`src/sv/pgr_ram.sv`:
```
// pgr_ram: generic simple dual-port ram, one write and one registered read port
// no dependencies
module pgr_ram #(
   parameter int WIDTH = 8,
   parameter int DEPTH = 16
) (
   input  logic                     clock,
   input  logic                     wr_en,
   input  logic [$clog2(DEPTH)-1:0] wr_addr,
   input  logic [WIDTH-1:0]         wr_data,
   input  logic                     rd_en,
   input  logic [$clog2(DEPTH)-1:0] rd_addr,
   output logic [WIDTH-1:0]         rd_data
);

   logic [WIDTH-1:0] mem [DEPTH];
   logic [WIDTH-1:0] rd_data_ff;

   always_ff @(posedge clock) begin
      if (wr_en) begin
         mem[wr_addr] <= wr_data;
      end
      if (rd_en) begin
         rd_data_ff <= mem[rd_addr];
      end
   end

   assign rd_data = rd_data_ff;

endmodule

```
`config.mk`:
```
export PLATFORM = sky130hd
export DESIGN_NAME = pgr_ram
export DESIGN_NICKNAME = d
export VERILOG_FILES = /design/src/sv/pgr_ram.sv
export SDC_FILE = /design/constraint.sdc
export NUM_CORES = 1
export LEC_CHECK = 0
export ABC_AREA = 1
export BUFFER_PORTS_ARGS = -buffer_cell sky130_fd_sc_hd__buf_2
export CORE_MARGIN = 3
export CORE_UTILIZATION = 40
export CTS_CLUSTER_DIAMETER = 30
export DETAILED_ROUTE_END_ITERATION = 6
export HOLD_SLACK_MARGIN = 0.08
export SLEW_MARGIN = 20
export SYNTH_ARGS = -nofsm -noshare
export SYNTH_HDL_FRONTEND = slang
export SYNTH_SLANG_ARGS = --single-unit
```
`constraint.sdc`:
```
create_clock -name clock -period 1.45 [get_ports clock]
set_input_delay 0.2175 -clock clock [delete_from_list [all_inputs] [get_ports clock]]
set_output_delay 0.2175 -clock clock [all_outputs]
set_load 0.02 [all_outputs]
```
==> summary.txt <==
Outcome
  – Status: finished, final reports clean

Clock tree
  – Worst-Skew Late Latency: a little over 0.4 ns
  – CTS max path bufs: 2
  – Hold_buf cts: 0
  – Post-cts resize count: 0
  – CTS root buf: clkbuf_16
  – H-tree levels: 4
  – Setup Fix Bufs, Post-CTS: 0
  – Clock transition at path regs: 0.05 ns
  – Num CTS Buffers: 17
  – CTS tree: done
  – Sink Count: ~140

GRT
  – GRT Total Usage: 17.9%
  – Vias in the first global route: roughly 3800
  – Initial antenna violation count: 0
  – Total grt overflow: 0
  – Largest net degree at the start of global routing: 46
  – First-pass GRT wire length: approximately 21 mm

Critical path
  – Reg-to-reg setup timing slack: 0.33 ns
  – Worst EP arrival: 1.03 ns
  – Critical Path Max Stage Delay: between 0.4 and 0.5 ns
  – Reg2Reg Depth: 6
  – Crit path launch type: flop
  – Data required time of the worst path: 1.23 ns
  – Crit path max-delay family: flip-flops
  – Worst r2r src: mem[9][1]$_DFFE_PP_
  – Crit path kind: reg -> out
  – Slowest cell on the critical path: edfxtp_1
  – CP Buf/Inv Count: 1
  – Setup crit end kind: output pin
  – R2R Path End: rd_data[1]$_DFFE_PP_
  – Critical path peak fanout: 1
  – Critical Path, Cell by Cell: buf_2

Pwr
  – Cell Pwr Density: between 1000 and 1500 mW/mm^2
  – Sequential Power Share: 47.8%
  – Worst vdd rail ir drop: 883 uV
  – Clock share of power: a little under half
  – Power Internal: 7.43 mW
  – Switch share: 20.4%
  – Leakage: between 2 and 3 nW
  – Logic pwr share: 6.1%
  – Sw power: 1.90 mW

Min path
  – Hold-critical path depth: 1
  – Worst hold path type: in -> reg
  – Hold endpoint: rd_data[7]$_DFFE_PP_
  – Beginning of the worst hold path: rd_en

Synth
  – Cell taking the most area after synthesis: edfxtp_1
  – Cell variety after synth: 11
  – Avg Synthesized Cell Area: ~11 um^2
  – Synthesized instance count: 551
  – Synth Warn #: 0
  – Seq/Total Area, Yosys: a little over two thirds
  – Share of the synthesized area in the top cell type: 69.8%
  – #FFs+latches synth: 136
  – Mapped Area: 0.00585 mm^2
  – Synthesized netlist net count: 570
  – Synth area leaders: edfxtp_1 70%, nand2_1 11%, nand3_1 8.3%, inv_1 6.4%, buf_6 1.2%

Place
  – IO Port Bufs: 26
  – Dpl ws: -0.00555 ns
  – Dpl cells: 760
  – Post-DP Area: 0.00626 mm^2
  – Detail Placement HPWL: 8.69 mm
  – GPL Wtd Cong: between 0.8 and 0.9

Die
  – Core area: between 0.01 and 0.015 mm^2
  – Initial Util: 41.5%
  – Width of the die: 127 um
  – Die area: 0.0161 mm^2
  – # IOs: 27
  – Die Height: 127 um
  – Core Rows: 43

Finish
  – Finished Layout Cells: ~800
  – Layout area overhead: 17.2%
  – Fillers: around 1300
  – Number of diodes: 0
  – Fin nets: 618
  – Post-route cell area: 0.00686 mm^2
  – Share of cells above drive strength 1: 13.1%

Timing
  – Final hold vios: 0
  – # setup viols final: 0
  – Final TNS setup: 0 ns
  – Worst-Margin Slew: between 0.5 and 0.6 ns
  – Max-slew violation count: 0
  – Final worst slack: 0.207 ns
  – Tcrit/Tclk final: between 80% and 90%
  – Min Tclk post-route: 1.24 ns
  – Rel. slew slack: 60.2%
  – RSZ-0062 raised after global routing: false
  – Achievable Freq: 0.805 GHz
  – Clock skew: 0.00305 ns

Detailed routing
  – Met3 WL post-DR: 848 um
  – Met2 Wirelength: 6.35 mm
  – Pre-antenna DRT Iters: 5
  – Vias per inst: between 4 and 5
  – Top layer in use: met4
  – Total Wirelength: 13.5 mm
  – Antenna-violating nets left: 0
  – DR iter-0 viols: 466
  – DRC: 0
  – Via count: 3919
  – Routed WL per cell: 17.0 um
  – Met1 WL: 6.01 mm

Job
  – Maxcap violations: 0
[cell usage after synthesis]
cell,n
nor2_1,17
buf_1,1
buf_4,4
nand3b_1,2
inv_1,100
nand2_1,173
nand3_1,97
edfxtp_1,136
buf_2,13
buf_6,6
inv_2,2
[layer usage]
metal | up-vias | global-route usage (%)
li1 | 1878 | -
met1 | 1894 | 25.3
met2 | 128 | 27.2
met3 | 19 | 4.00
met4 | 0 | 6.69
met5 | - | 0
[power by group through the flow]
stage               clock, mW  combinational, mW  sequential [mW]
floorplan                   0              0.310             4.56
global placement            0              0.565             4.54
detailed placement          0              0.571             4.54
CTS                      4.37              0.575             4.46
global route             4.55              0.639             4.47
finish                   4.30              0.565             4.46
[cell families after synthesis]
logic type	after synthesis	share of synthesized area, %
AND/OR/NAND/NOR	289	20.8
flip-flops	136	69.8
buffers and inverters	126	9.39
[worst max path at each step]
| stage | slack (ns) | cells past startpoint | end | from |
|---|---|---|---|---|
| floorplan | 0.28 | 2 | mem[10][0]$_DFFE_PP_ | wr_addr[2] |
| global placement | -0.009 | 8 | rd_data[7]$_DFFE_PP_ | rd_addr[0] |
| detailed placement | -0.006 | 8 | rd_data[1]$_DFFE_PP_ | rd_addr[0] |
| CTS | 0.19 | 1 | rd_data[4] | rd_data[4]$_DFFE_PP_ |
| global route | 0.17 | 1 | rd_data[4] | rd_data[4]$_DFFE_PP_ |
| finish | 0.21 | 1 | rd_data[2] | rd_data[2]$_DFFE_PP_ |
[state kept, by name, indices dropped and copies added (netlist names)]
| signal | flops |
|---|---|
| mem | 128 |
| rd_data | 8 |
[placed cells by master, fill, tap and decap left out]
master	instances
buf_12	2
buf_2	26
buf_4	25
bufinv_16	4
clkbuf_1	2
clkbuf_16	17
clkinv_1	5
clkinv_2	4
edfxtp_1	136
inv_1	100
inv_2	2
nand2_1	173
nand3_1	97
nand3b_1	2
nor2_1	17
[through the flow]
step	hold slack, ns	util, %	power [mW]
2_1_floorplan	0.316	-	4.87
3_3_place_gp	0.592	44.4	5.11
3_5_place_dp	0.589	44.4	5.11
4_1_cts	0.155	48.6	9.41
5_1_grt	0.157	48.6	9.66
6_report	0.170	48.6	9.33
[area by class of cell]
type | instances | area [um^2] | area share (%)
sequential | 136 | 4080 | 59.6
multi-input combinational | 289 | 1210 | 17.7
clock buffer | 19 | 433 | 6.32
inverter | 102 | 383 | 5.58
timing repair buffer | 53 | 358 | 5.22
tap | 180 | 225 | 3.29
clock inverter | 13 | 159 | 2.32
(Power assumes the default switching activity.)
