<file path="config.mk">
export PLATFORM = sky130hd
export DESIGN_NAME = pgr_sqrt
export DESIGN_NICKNAME = d
export VERILOG_FILES = /design/src/sv/pgr_pkg.sv /design/src/sv/pgr_sqrt.sv
export SDC_FILE = /design/constraint.sdc
export NUM_CORES = 1
export LEC_CHECK = 0
export BUFFER_PORTS_ARGS = -buffer_cell sky130_fd_sc_hd__buf_2
export CAP_MARGIN = 30
export CELL_PAD_IN_SITES_DETAIL_PLACEMENT = 0
export CELL_PAD_IN_SITES_GLOBAL_PLACEMENT = 2
export CORE_UTILIZATION = 39
export DETAILED_ROUTE_END_ITERATION = 10
export GPL_ROUTABILITY_DRIVEN = 0
export PLACE_DENSITY = 0.79
export SLEW_MARGIN = 20
export SYNTH_ARGS = -nofsm -noshare
export SYNTH_HDL_FRONTEND = slang
export SYNTH_SLANG_ARGS = --single-unit
</file>
<file path="constraint.sdc">
create_clock -name clock -period 7 [get_ports clock]
set_input_delay 0.7 -clock clock [delete_from_list [all_inputs] [get_ports clock]]
set_output_delay 0.7 -clock clock [all_outputs]
set_load 0.02 [all_outputs]
</file>
<file path="src/sv/pgr_pkg.sv">
// pgr_pkg: shared constants, codes and helpers of the pairwise relatedness block
// no dependencies; imported by every module of the block except pgr_ram
package pgr_pkg;

   localparam int MaxSamples = 4096;
   localparam int MaxPairs   = 64;
   localparam int RowDepth   = (MaxSamples + 3) / 4;

   localparam int SampleW  = 12;
   localparam int SlotW    = 6;
   localparam int SlotCntW = 7;
   localparam int RowAddrW = 10;
   localparam int WeightW  = 27;
   localparam int SumW     = 64;
   localparam int CountW   = 24;
   localparam int ResW     = 24;
   localparam int AccW     = SumW + CountW;
   localparam int MemberW  = 2 * SampleW;
   localparam int RadW     = 48;
   localparam int RootW    = 24;
   localparam int DivW     = 64;
   localparam int DvsW     = 40;

   typedef enum logic [1:0] {
      KIND_LOAD  = 2'd0,
      KIND_START = 2'd1,
      KIND_BYTE  = 2'd2,
      KIND_READ  = 2'd3
   } kind_type;

   localparam logic REG_SAMPLE_COUNT = 1'b0;
   localparam logic REG_PAIR_COUNT   = 1'b1;

   localparam logic [1:0] GENO_TWO  = 2'b00;
   localparam logic [1:0] GENO_MISS = 2'b01;
   localparam logic [1:0] GENO_ONE  = 2'b10;
   localparam logic [1:0] GENO_NONE = 2'b11;

   // allele count 0..2, or 3 for a missing call
   localparam logic [1:0] ALLELE_MISSING = 2'd3;

   function automatic logic [1:0] geno_decode(input logic [7:0] row_byte,
                                              input logic [1:0] lane);
      logic [1:0] code;
      logic [1:0] cnt;
      unique case (lane)
         2'd0: code = row_byte[1:0];
         2'd1: code = row_byte[3:2];
         2'd2: code = row_byte[5:4];
         default: code = row_byte[7:6];
      endcase
      unique case (code)
         GENO_TWO:  cnt = 2'd2;
         GENO_ONE:  cnt = 2'd1;
         GENO_NONE: cnt = 2'd0;
         default:   cnt = ALLELE_MISSING;
      endcase
      return cnt;
   endfunction

endpackage

</file>
<file path="src/sv/pgr_sqrt.sv">
// pgr_sqrt: bit-serial integer square root, one root bit per cycle
// depends on pgr_pkg
module pgr_sqrt
   import pgr_pkg::*;
(
   input  logic             clock,
   input  logic             reset,
   input  logic             start,
   input  logic [RadW-1:0]  radicand,
   output logic             done,
   output logic [RootW-1:0] root
);

   localparam int RemW = RootW + 3;

   logic [RadW-1:0]  rad_ff;
   logic [RemW-1:0]  rem_ff;
   logic [RootW-1:0] root_ff;
   logic [4:0]       step_ff;
   logic             busy_ff;
   logic             done_ff;

   logic [RemW-1:0]  trial;
   logic [RemW-1:0]  test;
   logic             take;

   assign trial = {rem_ff[RemW-3:0], rad_ff[RadW-1:RadW-2]};
   assign test  = {1'b0, root_ff, 2'b01};
   assign take  = (trial >= test);

   always_ff @(posedge clock) begin
      if (reset) begin
         busy_ff <= 1'b0;
         done_ff <= 1'b0;
         step_ff <= '0;
      end else begin
         done_ff <= 1'b0;
         if (start) begin
            rad_ff  <= radicand;
            rem_ff  <= '0;
            root_ff <= '0;
            step_ff <= '0;
            busy_ff <= 1'b1;
         end else if (busy_ff) begin
            rad_ff  <= {rad_ff[RadW-3:0], 2'b00};
            rem_ff  <= take ? (trial - test) : trial;
            root_ff <= {root_ff[RootW-2:0], take};
            step_ff <= step_ff + 5'd1;
            if (step_ff == 5'(RootW - 1)) begin
               busy_ff <= 1'b0;
               done_ff <= 1'b1;
            end
         end
      end
   end

   assign done = done_ff;
   assign root = root_ff;

endmodule

</file>
==> results.md <==
* Status: complete, no violations
* Hpwl dp at 8150 um
* Routed met3 length at 738 um
* Hold buffer count at CTS at 0
* Worst setup SP type: flip-flop
* Worst-skew pair later-pin latency at 0.36 ns
* DRT Wirelength at 11700 um
* Xor/xnor share of the synthesized area at 0.0363
* Combinational Power Share at 0.239
* DRT iter0 DRCs at 191
* CP required at 7.21 ns
* Yosys warning count at 0
* Num rows at 44
* Post-CTS Resized at 0
* Worst R2R Setup Slack at 3.75 ns
* Post-Synthesis Cell Area at 5790 sq um
* Worst-path maximum fanout at 25
* Setup bufs post-CTS at 0
* Final period utilization at 0.464
* Largest family of logic cells by synthesized area: compound AO/OA/AOI/OAI gates
* Final Util at 0.452
* First-pass GRT wire length at 19200 um
* Post-Syn Area per Cell at 11.6 sq um
* Hold depth at 2
* Worst-path clk slew at 0.07 ns
* Routed WL per cell at 15.6 um
* Final ANT Viol Nets at 0
* Sw Pwr at 489 uW
* Hold EP: done$_SDFF_PP0_
* Fmax at 308 MHz
* Layout Nets at 640
* Pleak at 2.62 nW
* IR Drop Worst-Case VDD at 173 uV
* Sequential cell area fraction in the yosys report at 0.527
* Slowest cell delay on critical path at 0.65 ns
* Synth-to-layout area growth at 13.5%
* Metal2 WL at 5540 um
* TritonCTS clock tree: built
* Root Buffer: clkbuf_16
* Total of max-cap violations at 0
* Max-slew violations at 0
* Die area at 15300 sq um
* Worst setup EP type: flip-flop
* Final Hold Fails at 0
* Setup CP Type: flip-flop to flip-flop
* Hold Crit Start: step_ff[2]$_SDFFE_PP0P_
* Initial antenna violation count at 0
* DRC errors left at 0
* GR Util All Layers at 0.165
* Max_slew headroom at 0.394
* Adder-Cell Fraction of Synth Area at 0.0583
* Ratio of cells with drive above 1 in the final layout at 0.282
* P per Cell Area at 250 nW/um^2
* Largest net degree at the start of global routing at 70
* Asr flop ratio synth at 0
* Slew @ Worst Pin at 0.908 ns
* Chip height at 124 um
* Setup violators final at 0
* FF-to-FF End: rem_ff[9]$_SDFFCE_PP0P_
* Simple-gate share of the synthesized area at 0.114
* Sequential fraction of design power at 0.463
* Clock share of power at 0.298
* Max clock buf depth at 2
* GRT Residual Overflow at 0
* CP Cell Sequence: ha_1, nand3_2, or3_1, o31a_1, and3_4, a21oi_4, o311ai_0, a21oi_1
* Clock Sinks at 104
* H-tree Lvls at 3
* Wl on met1 at 5320 um
* WHS at 0.500 ns
* Compound-Gate Fraction of Synth Area at 0.119
* Layout Skew at 0.0102 ns
* Vias in the first global route at 3915
* Highest routed layer: met4
* Switching share of power at 0.298
* CTS Buf Count at 9
* Via count at 3885
* R2R depth at 8
* #FFs+latches synth at 104
* Synth Flop Type: edfxtp_1
* Top Ports at 76
* Initial Util at 0.399
* Reg-to-reg startpoint: rem_ff[10]$_SDFFCE_PP0P_
* Arr. time, crit path at 3.46 ns
* Post-Synthesis Net Count at 576
* Syn Inst Count at 498
* HP Class: flip-flop to flip-flop
* RSZ-0062 raised after global routing: false
* Slowest cell on the critical path: a21oi_4
* PortBufs at 75
* Diode count at 0
* Final setup TNS at 0 ns
* Cell variety after synth at 59
* Via density at 5.17
* First-pass detailed-route iteration total at 4
* Number of synthesized flops with an enable pin at 97
* Mux cell area share after synthesis at 0.0998
* Core footprint at 14500 sq um
* Final min period at 3.25 ns
* Die W at 124 um
* Internal power at 1.15 mW
power by group through the flow:
stage / combinational, mW / clock (mW) / sequential [mW]
floorplan: 0.303 / 0 / 0.783
global placement: 0.392 / 0 / 0.773
detailed placement: 0.394 / 0 / 0.774
CTS: 0.396 / 0.506 / 0.761
global route: 0.439 / 0.529 / 0.766
finish: 0.392 / 0.489 / 0.760
sequential cells by signal, indices dropped and copies added (netlist names):
name,cells
rad_ff,48
busy_ff,1
root,24
done,1
step_ff,5
rem_ff,25
layer usage:
metal | GRT usage | vias to the layer above
li1 | - | 1941
met1 | 0.204 | 1861
met2 | 0.264 | 75
met3 | 0.0632 | 8
met4 | 0.0512 | 0
met5 | 0 | -
worst max-delay path by stage:
stage	from	end	slack (ns)	cells past startpoint
after floorplan	start	rad_ff[0]$_SDFFCE_PN0P_	1.28	3
after global placement	rem_ff[10]$_SDFFCE_PP0P_	rem_ff[9]$_SDFFCE_PP0P_	3.80	8
after detailed placement	root[10]$_SDFFCE_PP0P_	rem_ff[9]$_SDFFCE_PP0P_	3.77	9
after CTS	root[10]$_SDFFCE_PP0P_	rem_ff[9]$_SDFFCE_PP0P_	3.74	9
after global routing	root[12]$_SDFFCE_PP0P_	rem_ff[9]$_SDFFCE_PP0P_	3.43	9
final	rem_ff[10]$_SDFFCE_PP0P_	rem_ff[9]$_SDFFCE_PP0P_	3.75	8
area by class of cell:
type                       instances  area, sq um
timing repair buffer              78          420
clock buffer                      10          229
multi-input combinational        340         2480
inverter                          29          109
fill                            1406         7960
sequential                       104         3050
tap                              184          230
clock inverter                     6         50.0
cell families (layout without fill, tap and decap cells):
| logic type | count (synthesis) | count (layout) |
|---|---|---|
| buffers and inverters | 54 | 123 |
| XOR/XNOR | 24 | 24 |
| AO/OA/AOI/OAI | 94 | 94 |
| flip-flops | 104 | 104 |
| AND/OR/NAND/NOR | 143 | 143 |
| multiplexers | 52 | 52 |
| adder cells (fa/ha/maj) | 27 | 27 |
worst max-delay path: cells and delay by family (launching register included):
kind                       cells  cell delay (ns)
AOI/OAI and AO/OA              4             1.49
adders and majority gates      1             0.44
DFF                            1             0.40
and+or+nand+nor                3             0.75
cell usage in the layout, fill, tap and decap left out, drive strengths merged, types with 11 or more instances in the layout:
master / n
a21oi: 26
inv: 33
buf: 78
edfxtp: 97
o21ai: 11
a21o: 14
nor2: 54
ha: 27
xnor2: 12
xor2: 12
nand2: 44
mux2: 46
cell usage after synthesis, drive strengths merged (4+ instances only):
| master | instances | share of area |
|---|---|---|
| a211oi | 6 | 0.011 |
| a21o | 14 | 0.019 |
| a21oi | 26 | 0.024 |
| a221oi | 4 | 0.0060 |
| and2 | 6 | 0.0065 |
| and3 | 6 | 0.0076 |
| buf | 15 | 0.020 |
| clkbuf | 10 | 0.0065 |
| dfxtp | 7 | 0.024 |
| edfxtp | 97 | 0.50 |
| ha | 27 | 0.058 |
| inv | 29 | 0.019 |
| mux2 | 46 | 0.089 |
| mux2i | 6 | 0.010 |
| nand2 | 44 | 0.029 |
| nand3 | 7 | 0.0069 |
| nand4 | 6 | 0.0065 |
| nor2 | 54 | 0.035 |
| nor2b | 4 | 0.0043 |
| nor3 | 6 | 0.0052 |
| o21a | 5 | 0.0065 |
| o21ai | 11 | 0.011 |
| o21bai | 4 | 0.0052 |
| xnor2 | 12 | 0.018 |
| xor2 | 12 | 0.018 |
stage by stage:
step	instance area [sq um]	total power [mW]	instances	worst slack, ns
floorplan	5790	1.09	498	1.28
global placement	6270	1.17	734	3.80
detailed placement	6300	1.17	735	3.77
CTS	6580	1.66	751	3.74
global route	6580	1.73	751	3.43
finish	6580	1.64	751	3.75
No activity file was read; power rests on OpenSTA's default activity.
