<file path="config.mk">
export PLATFORM = sky130hd
export DESIGN_NAME = pgr_div
export DESIGN_NICKNAME = d
export VERILOG_FILES = /design/src/sv/pgr_pkg.sv /design/src/sv/pgr_div.sv
export SDC_FILE = /design/constraint.sdc
export NUM_CORES = 1
export LEC_CHECK = 0
export BUFFER_PORTS_ARGS = -buffer_cell sky130_fd_sc_hd__buf_4
export CAP_MARGIN = 20
export CORE_ASPECT_RATIO = 1.4
export CORE_MARGIN = 2
export CORE_UTILIZATION = 54
export CTS_BUF_LIST = sky130_fd_sc_hd__clkbuf_16
export DETAILED_ROUTE_END_ITERATION = 12
export PLACE_DENSITY = 0.91
export REMOVE_ABC_BUFFERS = 1
export SYNTH_ARGS = -nofsm -noshare
export SYNTH_HDL_FRONTEND = slang
export SYNTH_SLANG_ARGS = --single-unit
</file>
<file path="constraint.sdc">
create_clock -name clock -period 8.7 [get_ports clock]
set_clock_uncertainty 0.05 [all_clocks]
set_input_delay 1.74 -clock clock [delete_from_list [all_inputs] [get_ports clock]]
set_output_delay 1.74 -clock clock [all_outputs]
set_load 0.02 [all_outputs]
</file>
<file path="src/sv/pgr_pkg.sv">
// pgr_pkg: shared constants, codes and helpers of the pairwise relatedness block
// no dependencies; imported by every module of the block except pgr_ram
package pgr_pkg;

   localparam int MaxSamples = 4096;
   localparam int MaxPairs   = 64;
   localparam int RowDepth   = (MaxSamples + 3) / 4;

   localparam int SampleW  = 12;
   localparam int SlotW    = 6;
   localparam int SlotCntW = 7;
   localparam int RowAddrW = 10;
   localparam int WeightW  = 27;
   localparam int SumW     = 64;
   localparam int CountW   = 24;
   localparam int ResW     = 24;
   localparam int AccW     = SumW + CountW;
   localparam int MemberW  = 2 * SampleW;
   localparam int RadW     = 48;
   localparam int RootW    = 24;
   localparam int DivW     = 64;
   localparam int DvsW     = 40;

   typedef enum logic [1:0] {
      KIND_LOAD  = 2'd0,
      KIND_START = 2'd1,
      KIND_BYTE  = 2'd2,
      KIND_READ  = 2'd3
   } kind_type;

   localparam logic REG_SAMPLE_COUNT = 1'b0;
   localparam logic REG_PAIR_COUNT   = 1'b1;

   localparam logic [1:0] GENO_TWO  = 2'b00;
   localparam logic [1:0] GENO_MISS = 2'b01;
   localparam logic [1:0] GENO_ONE  = 2'b10;
   localparam logic [1:0] GENO_NONE = 2'b11;

   // allele count 0..2, or 3 for a missing call
   localparam logic [1:0] ALLELE_MISSING = 2'd3;

   function automatic logic [1:0] geno_decode(input logic [7:0] row_byte,
                                              input logic [1:0] lane);
      logic [1:0] code;
      logic [1:0] cnt;
      unique case (lane)
         2'd0: code = row_byte[1:0];
         2'd1: code = row_byte[3:2];
         2'd2: code = row_byte[5:4];
         default: code = row_byte[7:6];
      endcase
      unique case (code)
         GENO_TWO:  cnt = 2'd2;
         GENO_ONE:  cnt = 2'd1;
         GENO_NONE: cnt = 2'd0;
         default:   cnt = ALLELE_MISSING;
      endcase
      return cnt;
   endfunction

endpackage

</file>
<file path="src/sv/pgr_div.sv">
// pgr_div: restoring divider, one quotient bit per cycle, shared by weights and reads
// depends on pgr_pkg
module pgr_div
   import pgr_pkg::*;
(
   input  logic            clock,
   input  logic            reset,
   input  logic            start,
   input  logic [DivW-1:0] dividend,
   input  logic [DvsW-1:0] divisor,
   output logic            done,
   output logic [DivW-1:0] quotient,
   output logic [DvsW-1:0] remainder
);

   logic [DivW-1:0] dq_ff;
   logic [DvsW-1:0] rem_ff;
   logic [DvsW-1:0] dvs_ff;
   logic [5:0]      step_ff;
   logic            busy_ff;
   logic            done_ff;

   logic [DvsW:0]   trial;
   logic            take;

   assign trial = {rem_ff, dq_ff[DivW-1]};
   assign take  = (trial >= {1'b0, dvs_ff});

   always_ff @(posedge clock) begin
      if (reset) begin
         busy_ff <= 1'b0;
         done_ff <= 1'b0;
         step_ff <= '0;
      end else begin
         done_ff <= 1'b0;
         if (start) begin
            dq_ff   <= dividend;
            rem_ff  <= '0;
            dvs_ff  <= divisor;
            step_ff <= '0;
            busy_ff <= 1'b1;
         end else if (busy_ff) begin
            rem_ff  <= take ? DvsW'(trial - {1'b0, dvs_ff}) : trial[DvsW-1:0];
            dq_ff   <= {dq_ff[DivW-2:0], take};
            step_ff <= step_ff + 6'd1;
            if (step_ff == 6'(DivW - 1)) begin
               busy_ff <= 1'b0;
               done_ff <= 1'b1;
            end
         end
      end
   end

   assign done      = done_ff;
   assign quotient  = dq_ff;
   assign remainder = rem_ff;

endmodule

</file>
==> results_dict.tcl, run 1 <==
set metrics [dict create \
    required_ns 8.81 \
    synth_area_sq_um 8460 \
    cp-end-kind "flip-flop" \
    startpoint_type "flip-flop" \
    postCtsSetupRepairBufs 0 \
    gp_congestion 0.897 \
    cts-root-buf "clkbuf_16" \
    start_util 0.547 \
    postCtsHoldBufs 0 \
    vias 6520 \
    setup_violations 0 \
    worstHoldPathType "reg2reg" \
    firstDrtPassIters 6 \
    ys_top_cells_by_count "144 x edfxtp_1, 63 x mux2_2, 61 x inv_1, 61 x nor2_1, 48 x a21oi_1" \
    max_slew.worst_pin.slew_ns 0.739 \
    final-hold-violation-count 0 \
    synth-compound-area-share 0.115 \
    rows 54 \
    dr_wl_met2_microns 10900 \
    worstPathArrival_ns 3.91 \
    power_mw 2.28 \
    ctsHtreeMaxLevel 4 \
    worstPathMaxFanout 29 \
    grt_max_degree 58 \
    ys.flop_type "edfxtp_1" \
    antenna_found_initial 0 \
    finalWorstSetupSlack_ns 4.90 \
    yosysWarnings 0 \
    wl_met3_microns 1800 \
    synth_top_family_by_area "multiplexers" \
    final_util 0.697 \
    post-place-ws_ns 4.68 \
    die_x_microns 110 \
    clock_path_buffers 2 \
    cts.sinks 152 \
    synth_edf_count 144 \
    ys_async_sr_fraction 0 \
    finalWirelength_microns 20700 \
    drtIter0Drc 355 \
    io_pins 212 \
    yosys.area.top_type "edfxtp_1" \
    status "finished clean" \
    fin_tns_setup_ns 0 \
    synth.most_common_cell "edfxtp_1" \
    synthMuxAreaShare 0.121 \
    grtUsageTotal 0.257 \
    slew_headroom 0.507 \
    drive_above_1_share 0.346 \
    synthTopCellsByArea "edfxtp_1 51%, mux2_2 8.4%, ha_1 6.1%, mux2i_1 3.7%, a21oi_1 2.8%" \
    post_cts_resized 0 \
    postPlaceCellArea_sq_um 10200 \
    die_h_microns 152 \
    crit_buf_inv 1 \
    antenna_cells 0 \
    clk_pin_slew_ns 0.06 \
    port_buffers 211 \
    area_delta_synth_final_pct 27.5 \
    place.detailed.hpwl_microns 15000 \
    fin_nets 1073 \
    cpMaxStageDelayCell "buf_4" \
    syn_avg_cell_area_sq_um 11.8 \
    synthAdderAreaFrac 0.0630 \
    ys_ff_latch 152 \
    slew_violations 0 \
    fin_area_sq_um 10800 \
    postRouteAntennaNets 0 \
    path_cells "ha_1, a21oi_1, o21ai_0, a21oi_1, o21ai_0, o21ai_2, a21oi_1, o31a_2, buf_4, mux2i_1, nor2_1" \
    peakVddDrop_mv 0.138 \
    grt_pass1_vias 6794 \
    path_delay_family "compound AO/OA/AOI/OAI gates" \
    yosysSeqAreaShare 0.530 \
    leakage_nw 4.59 \
    fin_crit_ns 3.80 \
    tritoncts "done" \
    cp_common_cell "a21oi_1" \
    clk_latency_ns 0.43 \
    synth_xor_area_frac 0.0404 \
    vias_per_cell 5.75 \
    period_share 0.437 \
    grt_first_pass_wirelength_microns 32800 \
    routedLengthMet1_microns 7300 \
    power_density_nw_per_um2 211 \
    grt_setup_unrepaired "no" \
    synth.distinct_cells 60 \
    fmax_mhz 263 \
    worstSetupPathType "reg2reg" \
    synth_simple_gate_area_frac 0.0859 \
    overflow 0 \
    core_sq_um 15500 \
    numCtsBuffers 17 \
    drc_errors 0 \
    syn_inst 719 \
    cap_violations 0 \
    top_layer_used "met4" \
    slowest_delay_ns 0.49 \
    synth_top_cell_area_share 0.511 \
    fp.dieArea_sq_um 16700 \
    post_drt_wl_per_cell_microns 18.3 \
]
[state kept, by name, summed over array words and instances, names as in the netlist]
| register | flops |
|---|---|
| step_ff | 6 |
| remainder | 40 |
| quotient | 64 |
| dvs_ff | 40 |
| busy_ff | 1 |
| done | 1 |
[worst paths after layout]
check	slack (ns)	depth (start not counted)	from	to
hold reg to reg	0.45	2	step_ff[5]	step_ff[5]
setup reg to reg	4.90	11	remainder[13]	remainder[9]
setup / recovery	4.90	11	remainder[13]	remainder[9]
hold / removal	0.45	2	step_ff[5]	step_ff[5]
[cells by family after synthesis]
logic type	after synthesis
buf+inv	91
fa+ha+maj	42
compound gates	144
simple gates	157
mux	94
flops	152
xor+xnor	39
[stage by stage]
stage          cells  hold WS, ns
6_report        1133        0.455
5_1_grt         1133        0.504
4_1_cts         1132        0.456
3_5_place_dp    1100        0.448
3_3_place_gp    1100        0.421
2_1_floorplan    689        0.408
[per-layer routing]
layer | global-route usage | up-vias
li1 | - | 3048
met1 | 0.277 | 3105
met2 | 0.441 | 307
met3 | 0.0892 | 60
met4 | 0.119 | 0
met5 | 0 | -
[where the power goes]
group / leakage [nW] / total [mW] / internal [mW] / switching, mW
clock network: 0.285 / 0.733 / 0.423 / 0.310
registers: 1.44 / 0.919 / 0.880 / 0.0386
logic: 2.86 / 0.629 / 0.278 / 0.351
[worst register-to-register path, stage by stage, from the launching register on]
cell      delay [ns]
edfxtp_1        0.43
ha_1            0.46
a21oi_1         0.19
o21ai_0         0.30
a21oi_1         0.12
o21ai_0         0.33
o21ai_2         0.13
a21oi_1         0.15
o31a_2          0.47
buf_4           0.49
mux2i_1         0.32
nor2_1          0.07
[layout by cell type (no fill, tap or decap), drive strengths merged, types with 4 or more instances in the layout]
cell	count
a211oi	6
a21o	10
a21oi	49
a31oi	4
and3	5
buf	216
clkbuf	17
clkinv	5
dfxtp	8
edfxtp	144
ha	41
inv	67
mux2	63
mux2i	31
nand2	37
nand2b	4
nand3	13
nand4	10
nor2	61
nor2b	8
nor3	5
o21a	6
o21ai	24
o21bai	8
o22ai	5
o31ai	4
or2	5
xnor2	19
xor2	20
[cell type report]
cell class / count / area, sq um
well taps: 196 / 245
clock buffers: 17 / 425
multi-input cells: 476 / 3610
flip-flops and latches: 152 / 4480
fillers: 1058 / 4680
inverters: 61 / 229
clock inverters: 15 / 153
repair buffers: 216 / 1640
Power figures use the tool's default switching activity.
==> run 2, diff against run 1 <==
==> constraint.sdc (replaced) <==
create_clock -name clock -period 3.5 [get_ports clock]
set_clock_uncertainty 0.05 [all_clocks]
set_input_delay 0.7 -clock clock [delete_from_list [all_inputs] [get_ports clock]]
set_output_delay 0.7 -clock clock [all_outputs]
set_load 0.02 [all_outputs]
==> run 2 against run 1 <==
Against the previous run: via count is 0.94% lower; design area is 0.31% higher; sequential cell count unchanged; register-to-register slack worse by 4.7 ns; sequential share of layout area shrank 0.13 points; setup slack worse by 4.7 ns; global-route usage increased by 0.34 points; largest cell class unchanged.
==> results_dict.tcl, run 2 (synthesis gave the netlist of run 1 again) <==
set metrics [dict create \
    status "finished clean" \
    swShare 0.318 \
    die_h_microns 152 \
    area_delta_synth_final_pct 27.9 \
    final_util 0.700 \
    leakage_nw 4.60 \
    worstPathArrival_ns 3.40 \
    power_density_nw_per_um2 517 \
    postCtsHoldBufs 0 \
    clk_latency_ns 0.43 \
    cp-end-kind "flip-flop" \
    tritoncts "done" \
    die_x_microns 110 \
    postCtsSetupRepairBufs 0 \
    gp_congestion 0.930 \
    worstSetupPathType "reg2reg" \
    fin_nets 1080 \
    post_drt_wl_per_cell_microns 18.6 \
    firstDrtPassIters 5 \
    antenna_found_initial 0 \
    period_share 0.939 \
    multi_input_area_sq_um 3620 \
    io_pins 212 \
    cts.sinks 152 \
    drtIter0Drc 388 \
    use_met2 0.464 \
    finalWirelength_microns 21200 \
    grt_first_pass_wirelength_microns 33400 \
    setup_violations 0 \
    startpoint_type "flip-flop" \
    postPlaceCellArea_sq_um 10300 \
    numCtsBuffers 17 \
    slowest_delay_ns 0.45 \
    worstHoldPathType "in2reg" \
    clk_pin_slew_ns 0.07 \
    peakVddDrop_mv 0.332 \
    grt_max_degree 101 \
    place.detailed.hpwl_microns 15900 \
    p_int_mw 3.82 \
    vias_per_cell 5.67 \
    grt_pass1_vias 6779 \
    slew_headroom 0.641 \
    ctsHtreeMaxLevel 4 \
    clock_path_buffers 2 \
    grt_setup_unrepaired "no" \
    cap_violations 0 \
    start_util 0.547 \
    cts-root-buf "clkbuf_16" \
    seq_power_share 0.408 \
    largest_reg_flops 64 \
    vias 6459 \
    combinationalPowerShare 0.284 \
    cpMaxStageDelayCell "edfxtp_1" \
    postRouteAntennaNets 0 \
    antenna_cells 0 \
    rows 54 \
    worstPathMaxFanout 21 \
    path_delay_family "compound AO/OA/AOI/OAI gates" \
    fin_crit_ns 3.29 \
    fmax_mhz 304 \
    ff_latch_area_sq_um 4480 \
    met3_usage 0.0854 \
    max_slew.worst_pin.slew_ns 0.538 \
    overflow 0 \
    drive_above_1_share 0.352 \
    final-hold-violation-count 0 \
    r2r_slack_ns 0.21 \
    fp.dieArea_sq_um 16700 \
    core_sq_um 15500 \
    grtUsageTotal 0.260 \
    fin_area_sq_um 10800 \
    path_cells "ha_1, a21oi_2, nor2b_1, o311a_1, o21a_1, o21ai_2, a21oi_1, o31a_2, buf_4, mux2i_1, nor2_1" \
    crit_buf_inv 1 \
    fill_cells 1139 \
    pwr-share-clk 0.308 \
    drc_errors 0 \
    use_met1 0.283 \
    busiest_layer "met2" \
    required_ns 3.61 \
    slew_violations 0 \
    port_buffers 211 \
    final_cell_mix "221 x buf_4, 144 x edfxtp_1, 63 x mux2_2, 61 x inv_1, 60 x nor2_1" \
    p_sw_mw 1.78 \
    fin_tns_setup_ns 0 \
    final_common_cell "buf_4" \
]
-- run 2: changes by cell type in the layout (fill, tap and decap cells not counted), moves of 2 or more --
cell and delta:
buf_12 +2, inv_8 +3, buf_4 +6, inv_1 -2, bufinv_16 -2, clkinvlp_4 +2
-- run 2: repair_timing --
item	CTS	global route
hold endpoints to repair	0	0
gates resized for setup	0	1
setup endpoints to repair	0	1
-- run 2: power by group through the flow --
stage / clock, mW / sequential (mW) / combinational, mW
6_report: 1.72 / 2.29 / 1.59
5_1_grt: 1.81 / 2.30 / 1.73
4_1_cts: 1.75 / 2.29 / 1.58
3_5_place_dp: 0 / 2.32 / 1.57
3_3_place_gp: 0 / 2.32 / 1.52
2_1_floorplan: 0 / 2.44 / 0.935
-- run 2: through the flow --
stage	cells	hold WS, ns	worst slack (ns)	power [mW]
global placement	1108	0.418	0.253	3.84
CTS	1140	0.378	0.235	5.61
finish	1140	0.389	0.213	5.60
floorplan	689	0.408	-3.06	3.37
global route	1140	0.376	0.0237	5.84
detailed placement	1108	0.439	0.263	3.89
-- run 2: metal layers --
| layer | share of wire | up-vias | wire length (microns) |
|---|---|---|---|
| li1 | - | 3070 | - |
| met1 | 0.37 | 3083 | 7730 |
| met2 | 0.54 | 268 | 11400 |
| met3 | 0.076 | 38 | 1620 |
| met4 | 0.022 | 0 | 472 |
| met5 | 0 | - | 0 |
-- run 2: layout make-up --
| cell class | instances | area share |
|---|---|---|
| Timing Repair Buffer | 223 | 0.157 |
| Sequential cell | 152 | 0.414 |
| Clock inverter | 15 | 0.0111 |
| Clock buffer | 17 | 0.0393 |
| Inverter | 61 | 0.0212 |
| Tap cell | 196 | 0.0227 |
| Multi-Input combinational cell | 476 | 0.335 |
-- run 2: path summary, 6_finish.rpt --
kind	start	endpoint	cells after the start
max	remainder[2]	remainder[12]	11
min	divisor[12]	dvs_ff[12]	1
min reg2reg	step_ff[5]	step_ff[5]	2
max reg2reg	remainder[2]	remainder[12]	11
==> run 3, diff against run 2 <==
--- a/config.mk
+++ b/config.mk
@@ -13,6 +13,7 @@
 export CTS_BUF_LIST = sky130_fd_sc_hd__clkbuf_16
 export DETAILED_ROUTE_END_ITERATION = 12
 export PLACE_DENSITY = 0.91
+export RECOVER_POWER = 25
 export REMOVE_ABC_BUFFERS = 1
 export SYNTH_ARGS = -nofsm -noshare
 export SYNTH_HDL_FRONTEND = slang
==> run 3 against run 2 <==
Against the previous run: total power barely moved; non-clock buffer count stayed put; critical endpoint unchanged; utilization down 0.097 points.
==> results_dict.tcl, run 3 (synthesis gave the netlist of run 1 again) <==
set metrics [dict create \
    status "finished clean" \
    vias_per_cell 5.66 \
    final_util 0.699 \
    die_x_microns 110 \
    multi_input_area_sq_um 3620 \
    post_drt_wl_per_cell_microns 18.6 \
    postCtsHoldBufs 0 \
    antenna_found_initial 0 \
    post-place-ws_ns 0.263 \
    hold_start "divisor[12]" \
    clk_pin_slew_ns 0.07 \
    busiest_layer "met2" \
    grt_first_pass_wirelength_microns 33400 \
    use_met2 0.464 \
    drtIter0Drc 405 \
    largest_reg_flops 64 \
    worstPathArrival_ns 3.40 \
    grt_setup_unrepaired "no" \
    die_h_microns 152 \
    antenna_cells 0 \
    grtUsageTotal 0.260 \
    clock_path_buffers 2 \
    critPathLaunch "remainder[2]" \
    setup_violations 0 \
    leakage_nw 4.58 \
    core_sq_um 15500 \
    postRouteAntennaNets 0 \
    hold-worst-slack_ns 0.408 \
    max_slew.worst_pin.slew_ns 1.25 \
    power_density_nw_per_um2 517 \
    vias 6454 \
    slowest_delay_ns 0.45 \
    cts-root-buf "clkbuf_16" \
    required_ns 3.61 \
    fill_cells 1139 \
    path_cells "ha_1, a21oi_2, nor2b_1, o311a_1, o21a_1, o21ai_2, a21oi_1, o31a_2, buf_4, mux2i_1, nor2_1" \
    cp-end-kind "flip-flop" \
    fin_crit_ns 3.29 \
    fin_tns_setup_ns 0 \
    postPlaceCellArea_sq_um 10300 \
    port_buffers 211 \
    drive_above_1_share 0.347 \
    overflow 0 \
    finalWirelength_microns 21200 \
    path_delay_family "compound AO/OA/AOI/OAI gates" \
    r2r-start "remainder[2]" \
    ctsHtreeMaxLevel 4 \
    met3_usage 0.0854 \
    drc_errors 0 \
    area_delta_synth_final_pct 27.8 \
    cpMaxStageDelayCell "edfxtp_1" \
    peakVddDrop_mv 0.333 \
    fin_nets 1080 \
    use_met1 0.283 \
    cap_violations 0 \
    ff_latch_area_sq_um 4480 \
    numCtsBuffers 17 \
    fmax_mhz 304 \
    cts.sinks 152 \
    clk_latency_ns 0.43 \
    tritoncts "done" \
    grt_pass1_vias 6779 \
    slew_violations 0 \
    finalWorstSetupSlack_ns 0.212 \
    fp.dieArea_sq_um 16700 \
    final_common_cell "buf_4" \
    period_share 0.939 \
    slew_headroom 0.167 \
    final-hold-violation-count 0 \
    worstSetupPathType "reg2reg" \
    crit_buf_inv 1 \
    rows 54 \
    final_cell_mix "178 x buf_4, 144 x edfxtp_1, 63 x mux2_2, 61 x inv_1, 60 x nor2_1" \
    start_util 0.547 \
    gp_congestion 0.930 \
    startpoint_type "flip-flop" \
    fin_area_sq_um 10800 \
    firstDrtPassIters 5 \
    worstPathMaxFanout 21 \
    worstHoldPathType "in2reg" \
    place.detailed.hpwl_microns 15900 \
    grt_max_degree 101 \
    io_pins 212 \
]
run 3: path summary, 6_finish.rpt:
check	end	slack, ns	cells after the start
setup reg to reg	remainder[12]	0.21	11
hold / removal	dvs_ff[12]	0.41	1
setup / recovery	remainder[12]	0.21	11
hold reg to reg	step_ff[5]	0.45	2
run 3: metrics by stage:
stage	power, mW	std cells
finish	5.59	1140
global placement	3.84	1108
floorplan	3.37	689
CTS	5.61	1140
global route	5.83	1140
detailed placement	3.89	1108
run 3: repair_timing:
action                                  CTS  global route
endpoints found under the setup margin    0             1
endpoints found under the hold margin     0             0
buffers inserted                          0             0
resized for setup                         0             1
run 3: power breakdown:
| group | leakage, nW | switching, mW | total, mW | internal (mW) |
|---|---|---|---|---|
| clock network | 0.257 | 0.802 | 1.72 | 0.922 |
| registers | 1.44 | 0.0985 | 2.29 | 2.19 |
| logic | 2.88 | 0.881 | 1.58 | 0.704 |
run 3: layout make-up:
cell class	count	area share
clock buffers	17	0.0394
clock inverters	15	0.0111
inverters	61	0.0212
multi-input cells	476	0.335
flip-flops and latches	152	0.415
well taps	196	0.0227
repair buffers	223	0.156
run 3: layer usage:
| metal | vias up | share of wire | wire length (microns) |
|---|---|---|---|
| met5 | - | 0 | 0 |
| li1 | 3060 | - | - |
| met4 | 0 | 0.022 | 469 |
| met1 | 3100 | 0.36 | 7670 |
| met3 | 35 | 0.079 | 1670 |
| met2 | 259 | 0.54 | 11400 |
